File: src/rtl/core/alfd_pkg.sv
// ----------------------------------------------------------------------------
// alfd_pkg
// Shared types and constants for the alarm lamp frame decoder.
// ----------------------------------------------------------------------------
package alfd_pkg;

    localparam int unsigned REQ_W   = 3;
    localparam int unsigned BYTE_W  = 8;
    localparam int unsigned ROWS    = 4;
    localparam int unsigned LAMPS   = 4;
    localparam int unsigned ROW_W   = $clog2(ROWS);
    localparam int unsigned CFG_W   = 8;
    localparam int unsigned CFG_IDX_W = 1;

    typedef enum logic [REQ_W-1:0] {
        REQ_ADDR  = 3'd0,
        REQ_WRITE = 3'd1,
        REQ_READ  = 3'd2,
        REQ_TICK  = 3'd3,
        REQ_SCAN  = 3'd4
    } req_t;

    localparam logic [CFG_IDX_W-1:0] CFG_BLINK_OFF    = 1'd0;
    localparam logic [CFG_IDX_W-1:0] CFG_BLINK_PERIOD = 1'd1;

    localparam logic [CFG_W-1:0] BLINK_OFF_RST    = 8'd44;
    localparam logic [CFG_W-1:0] BLINK_PERIOD_RST = 8'd66;

    // channel codes that touch the lamp store
    localparam logic [BYTE_W-1:0] CH_PROG   = 8'h08;
    localparam logic [BYTE_W-1:0] CH_STATUS = 8'h09;
    localparam logic [BYTE_W-1:0] CH_KEYREL = 8'h0B;
    localparam logic [3:0]        DIGIT_PAIR_MATCH = 4'd12;

    // lamps kept while blink phase is off
    localparam logic [LAMPS-1:0] ROW0_BLINK_MASK = 4'b0111;
    localparam logic [LAMPS-1:0] ROW1_BLINK_MASK = 4'b1110;

    typedef logic [ROWS-1:0][LAMPS-1:0] lamp_rows_t;

    // one transaction presented to the processing logic
    typedef struct packed {
        logic              fire;
        req_t              req;
        logic [BYTE_W-1:0] data;
    } step_t;

    typedef struct packed {
        logic                   wr_en;
        logic [CFG_IDX_W-1:0]   index;
        logic [CFG_W-1:0]       wdata;
    } cfg_wr_t;

endpackage

File: src/rtl/core/alfd_frame.sv
// ----------------------------------------------------------------------------
// alfd_frame
// Bus frame assembly and alarm lamp store update.
// ----------------------------------------------------------------------------
module alfd_frame
    import alfd_pkg::*;
(
    input  logic       aclk,
    input  logic       aresetn,
    input  step_t      step,
    output lamp_rows_t rows,
    output logic       frame_done
);

    logic [1:0]        idx_reg, idx_next;
    logic [BYTE_W-1:0] chan_reg, chan_next;
    logic [BYTE_W-1:0] high_reg, high_next;
    lamp_rows_t        rows_reg, rows_next;
    logic              done;

    always_comb begin
        idx_next  = idx_reg;
        chan_next = chan_reg;
        high_next = high_reg;
        rows_next = rows_reg;
        done      = 1'b0;
        case (step.req)
            REQ_ADDR: begin
                idx_next = 2'd0;
            end
            REQ_WRITE, REQ_READ: begin
                if (step.req == REQ_WRITE) begin
                    if (idx_reg == 2'd0) begin
                        chan_next = step.data;
                    end else if (idx_reg == 2'd1) begin
                        high_next = step.data;
                    end else if (idx_reg == 2'd2) begin
                        done = 1'b1;
                        if (chan_reg == CH_PROG) begin
                            if (high_reg[6:3] == DIGIT_PAIR_MATCH) begin
                                rows_next[0][1] = step.data[3];
                                rows_next[2][0] = step.data[5];
                                rows_next[2][3] = step.data[7];
                                rows_next[2][1] = high_reg[0];
                            end
                        end else if (chan_reg == CH_STATUS) begin
                            rows_next[3][3] = step.data[1];
                            rows_next[0][0] = step.data[2];
                            rows_next[1][3] = step.data[3];
                            rows_next[0][3] = step.data[4];
                            rows_next[1][0] = step.data[6];
                        end else if (chan_reg == CH_KEYREL) begin
                            rows_next[0][2] = high_reg[2];
                        end
                    end
                end
                // index saturates; only an address byte restarts the frame
                if (idx_reg != 2'd3) begin
                    idx_next = idx_reg + 2'd1;
                end
            end
            default: begin
            end
        endcase
    end

    always_ff @(posedge aclk) begin
        if (!aresetn) begin
            idx_reg  <= '0;
            chan_reg <= '0;
            high_reg <= '0;
            rows_reg <= '0;
        end else if (step.fire) begin
            idx_reg  <= idx_next;
            chan_reg <= chan_next;
            high_reg <= high_next;
            rows_reg <= rows_next;
        end
    end

    assign rows       = rows_next;
    assign frame_done = done;

`ifndef NO_ASSERTIONS
    a_rows_only_on_frame_end: assert property (@(posedge aclk) disable iff (!aresetn)
        aresetn && !(step.fire && step.req == REQ_WRITE && idx_reg == 2'd2)
        |=> $stable(rows_reg))
        else $error("lamp store changed outside a frame end");
`endif

endmodule

File: src/rtl/core/alfd_blink.sv
// ----------------------------------------------------------------------------
// alfd_blink
// Blink settings registers, tick counter and blink phase.
// ----------------------------------------------------------------------------
module alfd_blink
    import alfd_pkg::*;
(
    input  logic    aclk,
    input  logic    aresetn,
    input  cfg_wr_t cfg,
    input  step_t   step,
    output logic    phase,
    output logic    phase_next_o
);

    logic [CFG_W-1:0] off_cnt_reg;
    logic [CFG_W-1:0] period_cnt_reg;
    logic [CFG_W-1:0] cnt_reg, cnt_next, cnt_inc;
    logic             phase_reg, phase_next;

    always_comb begin
        cnt_inc    = cnt_reg + 8'd1;
        cnt_next   = cnt_reg;
        phase_next = phase_reg;
        if (step.req == REQ_TICK) begin
            cnt_next = cnt_inc;
            // off test wins when both counts are equal
            if (cnt_inc == off_cnt_reg) begin
                phase_next = 1'b0;
            end else if (cnt_inc == period_cnt_reg) begin
                phase_next = 1'b1;
                cnt_next   = '0;
            end
        end
    end

    always_ff @(posedge aclk) begin
        if (!aresetn) begin
            off_cnt_reg    <= BLINK_OFF_RST;
            period_cnt_reg <= BLINK_PERIOD_RST;
            cnt_reg        <= '0;
            phase_reg      <= 1'b0;
        end else begin
            if (cfg.wr_en) begin
                case (cfg.index)
                    CFG_BLINK_OFF:    off_cnt_reg    <= cfg.wdata;
                    CFG_BLINK_PERIOD: period_cnt_reg <= cfg.wdata;
                    default: begin
                    end
                endcase
            end
            if (step.fire) begin
                cnt_reg   <= cnt_next;
                phase_reg <= phase_next;
            end
        end
    end

    assign phase        = phase_reg;
    assign phase_next_o = phase_next;

endmodule

File: src/rtl/core/alfd_scan.sv
// ----------------------------------------------------------------------------
// alfd_scan
// Row scan sequencer with blink masking of the driven lamps.
// ----------------------------------------------------------------------------
module alfd_scan
    import alfd_pkg::*;
(
    input  logic             aclk,
    input  logic             aresetn,
    input  step_t            step,
    input  lamp_rows_t       rows,
    input  logic             phase,
    output logic [ROW_W-1:0] row_sel_next,
    output logic [LAMPS-1:0] lamps_next
);

    logic [ROW_W-1:0] row_reg, row_next;
    logic [LAMPS-1:0] shown_reg, shown_next, masked;

    always_comb begin
        masked = rows[row_reg];
        if (!phase) begin
            if (row_reg == 2'd0) begin
                masked = masked & ROW0_BLINK_MASK;
            end else if (row_reg == 2'd1) begin
                masked = masked & ROW1_BLINK_MASK;
            end
        end
        row_next   = row_reg;
        shown_next = shown_reg;
        if (step.req == REQ_SCAN) begin
            row_next   = row_reg + 2'd1;
            shown_next = masked;
        end
    end

    always_ff @(posedge aclk) begin
        if (!aresetn) begin
            row_reg   <= '0;
            shown_reg <= '0;
        end else if (step.fire) begin
            row_reg   <= row_next;
            shown_reg <= shown_next;
        end
    end

    // last driven row is one behind the next row to drive
    assign row_sel_next = row_next - 2'd1;
    assign lamps_next   = shown_next;

endmodule

File: src/rtl/core/alarm_lamp_frame_decoder.sv
// ----------------------------------------------------------------------------
// alarm_lamp_frame_decoder
// Decodes bus frames into a 4x4 alarm lamp store, blinks and scans it.
//
//   channel   direction  ports
//   s_        in         s_valid/s_ready, s_req_type, s_data_byte
//   m_        out        m_valid/m_ready, m_row_select, m_row_lamps,
//                        m_blink_on, m_frame_done
//   cfg_      in         cfg_wr_en, cfg_index, cfg_wdata
//
// One transaction per cycle unless a stalled result blocks the input;
// m_valid rises once a transaction has passed the input register and
// then the result register.
// Every transaction produces exactly one result.
// Synchronous active-low reset clears all but data registers; settings 44, 66.
// A stalled result holds the result register; the input register still
// takes one more transaction before s_ready drops.
// ----------------------------------------------------------------------------
module alarm_lamp_frame_decoder
    import alfd_pkg::*;
(
    input  logic                 aclk,
    input  logic                 aresetn,
    input  logic                 s_valid,
    output logic                 s_ready,
    input  logic [REQ_W-1:0]     s_req_type,
    input  logic [BYTE_W-1:0]    s_data_byte,
    output logic                 m_valid,
    input  logic                 m_ready,
    output logic [ROW_W-1:0]     m_row_select,
    output logic [LAMPS-1:0]     m_row_lamps,
    output logic                 m_blink_on,
    output logic                 m_frame_done,
    input  logic                 cfg_wr_en,
    input  logic [CFG_IDX_W-1:0] cfg_index,
    input  logic [CFG_W-1:0]     cfg_wdata
);

    logic              in_vld_reg;
    logic [REQ_W-1:0]  in_req_reg;
    logic [BYTE_W-1:0] in_data_reg;
    logic              out_vld_reg;
    logic [ROW_W-1:0]  row_sel_reg;
    logic [LAMPS-1:0]  lamps_reg;
    logic              blink_reg;
    logic              done_reg;

    logic              advance;
    step_t             step;
    cfg_wr_t           cfg;
    lamp_rows_t        rows;
    logic              frame_done;
    logic              phase, phase_next;
    logic [ROW_W-1:0]  row_sel_next;
    logic [LAMPS-1:0]  lamps_next;

    assign advance = in_vld_reg && (!out_vld_reg || m_ready);
    assign s_ready = !in_vld_reg || advance;

    assign step.fire = advance;
    assign step.req  = req_t'(in_req_reg);
    assign step.data = in_data_reg;

    assign cfg.wr_en = cfg_wr_en;
    assign cfg.index = cfg_index;
    assign cfg.wdata = cfg_wdata;

    alfd_frame u_frame (
        .aclk       (aclk),
        .aresetn    (aresetn),
        .step       (step),
        .rows       (rows),
        .frame_done (frame_done)
    );

    alfd_blink u_blink (
        .aclk         (aclk),
        .aresetn      (aresetn),
        .cfg          (cfg),
        .step         (step),
        .phase        (phase),
        .phase_next_o (phase_next)
    );

    // scan sees the store as it was before this transaction; scan never
    // coincides with a frame write, so the next-state view is equivalent
    alfd_scan u_scan (
        .aclk         (aclk),
        .aresetn      (aresetn),
        .step         (step),
        .rows         (rows),
        .phase        (phase),
        .row_sel_next (row_sel_next),
        .lamps_next   (lamps_next)
    );

    always_ff @(posedge aclk) begin
        if (!aresetn) begin
            in_vld_reg  <= 1'b0;
            out_vld_reg <= 1'b0;
        end else begin
            if (s_ready) begin
                in_vld_reg <= s_valid;
            end
            if (advance) begin
                out_vld_reg <= 1'b1;
            end else if (m_ready) begin
                out_vld_reg <= 1'b0;
            end
        end
    end

    always_ff @(posedge aclk) begin
        if (s_valid && s_ready) begin
            in_req_reg  <= s_req_type;
            in_data_reg <= s_data_byte;
        end
        if (advance) begin
            row_sel_reg <= row_sel_next;
            lamps_reg   <= lamps_next;
            blink_reg   <= phase_next;
            done_reg    <= frame_done;
        end
    end

    assign m_valid      = out_vld_reg;
    assign m_row_select = row_sel_reg;
    assign m_row_lamps  = lamps_reg;
    assign m_blink_on   = blink_reg;
    assign m_frame_done = done_reg;

`ifndef NO_ASSERTIONS
    a_stall_cause: assert property (@(posedge aclk) disable iff (!aresetn)
        !s_ready |-> (in_vld_reg && out_vld_reg && !m_ready))
        else $error("input stalled without a blocked result");

    a_advance_fills_output: assert property (@(posedge aclk) disable iff (!aresetn)
        advance |=> out_vld_reg)
        else $error("processed transaction produced no result");

    a_phase_only_on_tick: assert property (@(posedge aclk) disable iff (!aresetn)
        aresetn && !(advance && in_req_reg == REQ_TICK) |=> $stable(phase))
        else $error("blink phase moved without a tick");
`endif

endmodule

File: config.mk
export PLATFORM = sky130hd
export DESIGN_NAME = alarm_lamp_frame_decoder
export DESIGN_NICKNAME = d
export VERILOG_FILES = /design/src/rtl/core/alfd_pkg.sv /design/src/rtl/core/alfd_frame.sv /design/src/rtl/core/alfd_blink.sv /design/src/rtl/core/alfd_scan.sv /design/src/rtl/core/alarm_lamp_frame_decoder.sv
export SDC_FILE = /design/constraint.sdc
export NUM_CORES = 1
export LEC_CHECK = 0
export ABC_AREA = 1
export BUFFER_PORTS_ARGS = -buffer_cell sky130_fd_sc_hd__buf_2
export CORE_MARGIN = 2
export CORE_UTILIZATION = 67
export CTS_BUF_LIST = sky130_fd_sc_hd__clkbuf_4 sky130_fd_sc_hd__clkbuf_8
export DETAILED_ROUTE_END_ITERATION = 7
export GPL_TIMING_DRIVEN = 1
export PLACE_DENSITY = 0.91
export SETUP_SLACK_MARGIN = 0.1
export SLEW_MARGIN = 20
export SYNTH_ARGS = -nofsm -noshare
export SYNTH_HDL_FRONTEND = slang
export SYNTH_HIERARCHICAL = 1
export SYNTH_SLANG_ARGS = --single-unit
File: constraint.sdc
create_clock -name aclk -period 4.6 [get_ports aclk]
set_clock_uncertainty 0.1 [all_clocks]
set_input_delay 0.23 -clock aclk [delete_from_list [all_inputs] [get_ports aclk]]
set_output_delay 0.23 -clock aclk [all_outputs]
set_load 0.005 [all_outputs]
# == After elaboration in Yosys (flattened, before gate mapping) ==
# Cells that the tools add are included.
# op_classes
reduce_logical,19
mux,53
n_bitwise,4
n_lt_le_gt_ge,1
addsub,4
eq_ne,15
# ops
op,n
$mux 1,29
$mux 5,5
$eq 8x4->1 const B,3
$mux 3,6
$eq 8x8->1,2
$mux 4,4
$mux 8,2
$mux 2,5
$add 8x1->8 const B,1
$bmux 4 s2,1
$eq 3x2->1 const B,2
$reduce_and 2->1,3
$reduce_and 5->1,1
$add 2x1->2 const B,2
$eq 2x1->1 const B,2
$eq 4x4->1 const B,1
$logic_not 2->1,2
$not 1->1,4
$pmux 2 s2,1
$reduce_and 4->1,1
$reduce_bool 2->1,2
$reduce_or 4->1,1
$eq 3x1->1 const B,1
$eq 3x3->1 const B,1
other kinds (11),14
# word_totals
ff_bits,79
output_inout_bits,10
word_cells,117

# == Longest topological paths before layout ==
# depth
word_depth,15
depth_mapped,16
ltp_nobuf,16

# == Hierarchy ==
# Netlist, hierarchy kept.
# by_module_without_submodules
mod,cells_each,area_per_inst_um2,n_inst
alfd_blink,219,1457.6,1
alfd_frame,216,1441.4,1
alarm_lamp_frame_decoder,32,665.6,1
alfd_scan,101,604.3,1

# == Worst setup path after synthesis ==
# No wires, ideal clock.
# synth_path
path_type,register to register
startpoint,reg in_vld_reg
endpoint,reg u_blink.cnt_reg[1]
required_ns,4.430
arrival_ns,2.142
period_less_slack_ns,2.311
slack_ns,2.289
path_buffers,0
stages_incl_launch_ff,7
path_cell_list,dfxtp_1 inv_1 a21oi_1 nand2_1 inv_1 nand3_1 a21oi_1
# synth_via
elab_chain_cells,2
# synth_lines
item,line_no,rtl
"start, declared",alarm_lamp_frame_decoder.sv:39,logic in_vld_reg;
"start signal, assigned",alarm_lamp_frame_decoder.sv:103,in_vld_reg <= s_valid;
$logic_and 1x1->1,alarm_lamp_frame_decoder.sv:57,assign advance = in_vld_reg && (!out_vld_reg || m_ready);
via advance,alarm_lamp_frame_decoder.sv:48,logic advance;
$reduce_and 2->1 (no source line),-,
"end signal, assigned",alfd_blink.sv:53,cnt_reg <= cnt_next;
"end, declared",alfd_blink.sv:18,"logic [CFG_W-1:0] cnt_reg, cnt_next, cnt_inc;"
# The timed path passes the listed nets, and every way through them passes these cells.
# A chain may end at the register's enable or synchronous reset.

==> flow_summary.json <==
{
  "clock-sinks": 78,
  "arrival_ps": 2250,
  "rsz0062_at_grt": "false",
  "cp-end-kind": "register",
  "dpl_cell_area_sq_um": 4340,
  "fmax_mhz": 447,
  "row_count": 28,
  "synth.distinct_cells": 39,
  "min_period_ps": 2240,
  "power_density_nw_per_um2": 319,
  "dp_slack_ps": 2400,
  "place_inst": 667,
  "p_leak_nw": 2.19,
  "ys_ff_latch": 78,
  "mostFrequentLayoutCells": "nand2_1, nor2_1, inv_1",
  "hold_viol": 0,
  "p_int_mw": 1.14,
  "synth-edff-count": 19,
  "die_area_sq_um": 6870,
  "die_y_um": 82.9,
  "worstSetupPathType": "register to register",
  "status": "finished clean",
  "fin_nets": 648,
  "hpwlAfterDp_um": 6400,
  "grtUsageTotal_pct": 27.5,
  "grt_max_degree": 45,
  "power_frac_seq_pct": 50.7,
  "yosys_warnings": 6,
  "fin_cells": 696,
  "synth_top_area_cell": "dfxtp_1",
  "design.core.area_sq_um": 5960,
  "swShare_pct": 24.0,
  "wl_per_cell_um": 13.2,
  "timing.hold.ws_ps": 8.57,
  "max-cap-violations": 0,
  "antenna_cells": 0,
  "crit_fanout": 13,
  "final_util_pct": 78.9,
  "synthToLayoutAreaGrowth_pct": 12.7,
  "synth_area_per_cell_sq_um": 7.34,
  "cts_max_level": 3,
  "ant_nets": 0,
  "cts_buffer_depth": 2,
  "worstHoldPathType": "input port to register",
  "syn_area_sq_um": 4170,
  "grt_first_pass_wirelength_um": 15500,
  "via_per_inst": 5.35,
  "largest_reg_flops": 10,
  "synthFlopType": "dfxtp_1",
  "yosysTopAreaCellShare_pct": 28.3,
  "finalWeightedCongestion": 0.842,
  "cts_tree": "yes",
  "ios": 35,
  "critPathLaunchType": "register",
  "dr.pass1.iters": 5,
  "drc_errors": 0,
  "power_mw": 1.50,
  "synth_top_cells_by_area": "dfxtp_1, edfxtp_1, nand2_1",
  "maxSlewHeadroom_pct": 58.5,
  "die_w_um": 82.9,
  "grt_pass1_vias": 3534,
  "antenna_found_initial": 0,
  "tightest_slew_ps": 623,
  "clockRootBuffer": "clkbuf_8",
  "gr-total-overflow": 0,
  "vdd_drop_max_mv": 0.270,
  "initial_utilization_pct": 70.0,
  "clk_latency_ps": 350,
  "wl_um": 9210,
  "fin_ws_ps": 2360,
  "final_common_cell": "nand2_1",
  "drv_slew": 0,
  "switching_power_mw": 0.359,
  "via_count": 3722,
  "stdcell_area_sq_um": 4700,
  "tns_ps": 0,
  "synthCells": 568,
  "period_share_pct": 48.7,
  "critPathRequiredTime_ps": 4610,
  "cts_resized": 0,
  "clkTransAtPathRegs_ps": 70,
  "cts_buffers": 9,
  "first_iter_violations": 321,
  "synth-seq-area-share_pct": 42.0,
  "port_buffers": 34,
  "pwr-share-clk_pct": 38.3,
  "async_reset_ff_share_pct": 0,
  "setup_viol": 0,
  "power_frac_comb_pct": 11.0,
  "drive_above_1_share_pct": 15.5
}
-- synthesized netlist by cell type, types with 2 or more instances --
cell / instances
nor3_1: 2
a21oi_2: 3
nand3_1: 56
or2_2: 2
nand3b_1: 5
nand2_2: 7
nor2_1: 86
inv_2: 4
buf_4: 8
o211ai_1: 3
o21ai_0: 30
a21oi_1: 18
inv_1: 72
xnor2_1: 3
nand3_2: 10
nor2_2: 5
nand2_4: 2
clkinv_1: 2
nor2_4: 4
edfxtp_1: 19
buf_2: 2
buf_6: 3
nand4_1: 7
nand2_1: 134
dfxtp_1: 59
xor2_1: 3
ha_1: 7
-- layout make-up --
class | instances | area [sq um]
Clock buffer | 13 | 160
Clock inverter | 3 | 67.6
Fill cell | 422 | 1260
Inverter | 80 | 304
Multi-Input combinational cell | 399 | 2010
Sequential cell | 78 | 1750
Tap cell | 75 | 93.8
Timing Repair Buffer | 48 | 308
-- power by group through the flow --
stage                     Sequential [mW]  Clock (mW)  Combinational [mW]
after CTS                           0.760       0.590               0.163
final                               0.761       0.574               0.165
after global routing                0.764       0.614               0.187
after global placement              0.774           0               0.145
after floorplan                     0.767           0               0.123
after detailed placement            0.775           0               0.152
-- metal layers --
layer | vias up | track usage, % | routed length [um]
met1 | 1713 | 31.5 | 3830
met2 | 100 | 50.3 | 4830
li1 | 1892 | - | -
met4 | 0 | 9.24 | 157
met3 | 17 | 6.36 | 386
met5 | - | 0 | 0
-- logic make-up (layout without fill, tap and decap cells) --
group           after synthesis  after routing  share of synthesized area [%]
buf+inv                      96            144                           10.4
fa+ha+maj                     7              7                           2.10
other cells                   1              6                         0.0899
simple gates                324            324                           36.4
flops                        78             78                           42.0
compound gates               55             55                           7.05
xor+xnor                      7              7                           1.92
-- critical path, stage by stage (launching register included) --
cell     delay (ps)
dfxtp_1         390
inv_1           100
ha_1            260
inv_2            90
nand3_2          90
nor2_4          230
nand2_1         190
nand2_1         120
nand2_1          50
nand2_1          70
nand3_1          80
nand3_1         150
nand2_1          70
-- path summary, 6_finish.rpt --
kind,from,end,slack (ps),depth (start not counted)
worst max register to register,u_frame/idx_reg[0],m_row_lamps[3],2360,12
worst min register to register,u_blink/off_cnt_reg[2],u_blink/off_cnt_reg[2],390,2
worst max-delay path,u_frame/idx_reg[0],m_row_lamps[3],2360,12
worst min-delay path,cfg_wdata[1],u_blink/period_cnt_reg[1],9,3
-- repair_timing --
| item | 4_1_cts | 5_1_grt |
|---|---|---|
| setup buffers | 0 | 0 |
| endpoints found under the hold margin | 13 | 0 |
| hold buffers | 13 | 0 |
(Power assumes the default switching activity.)
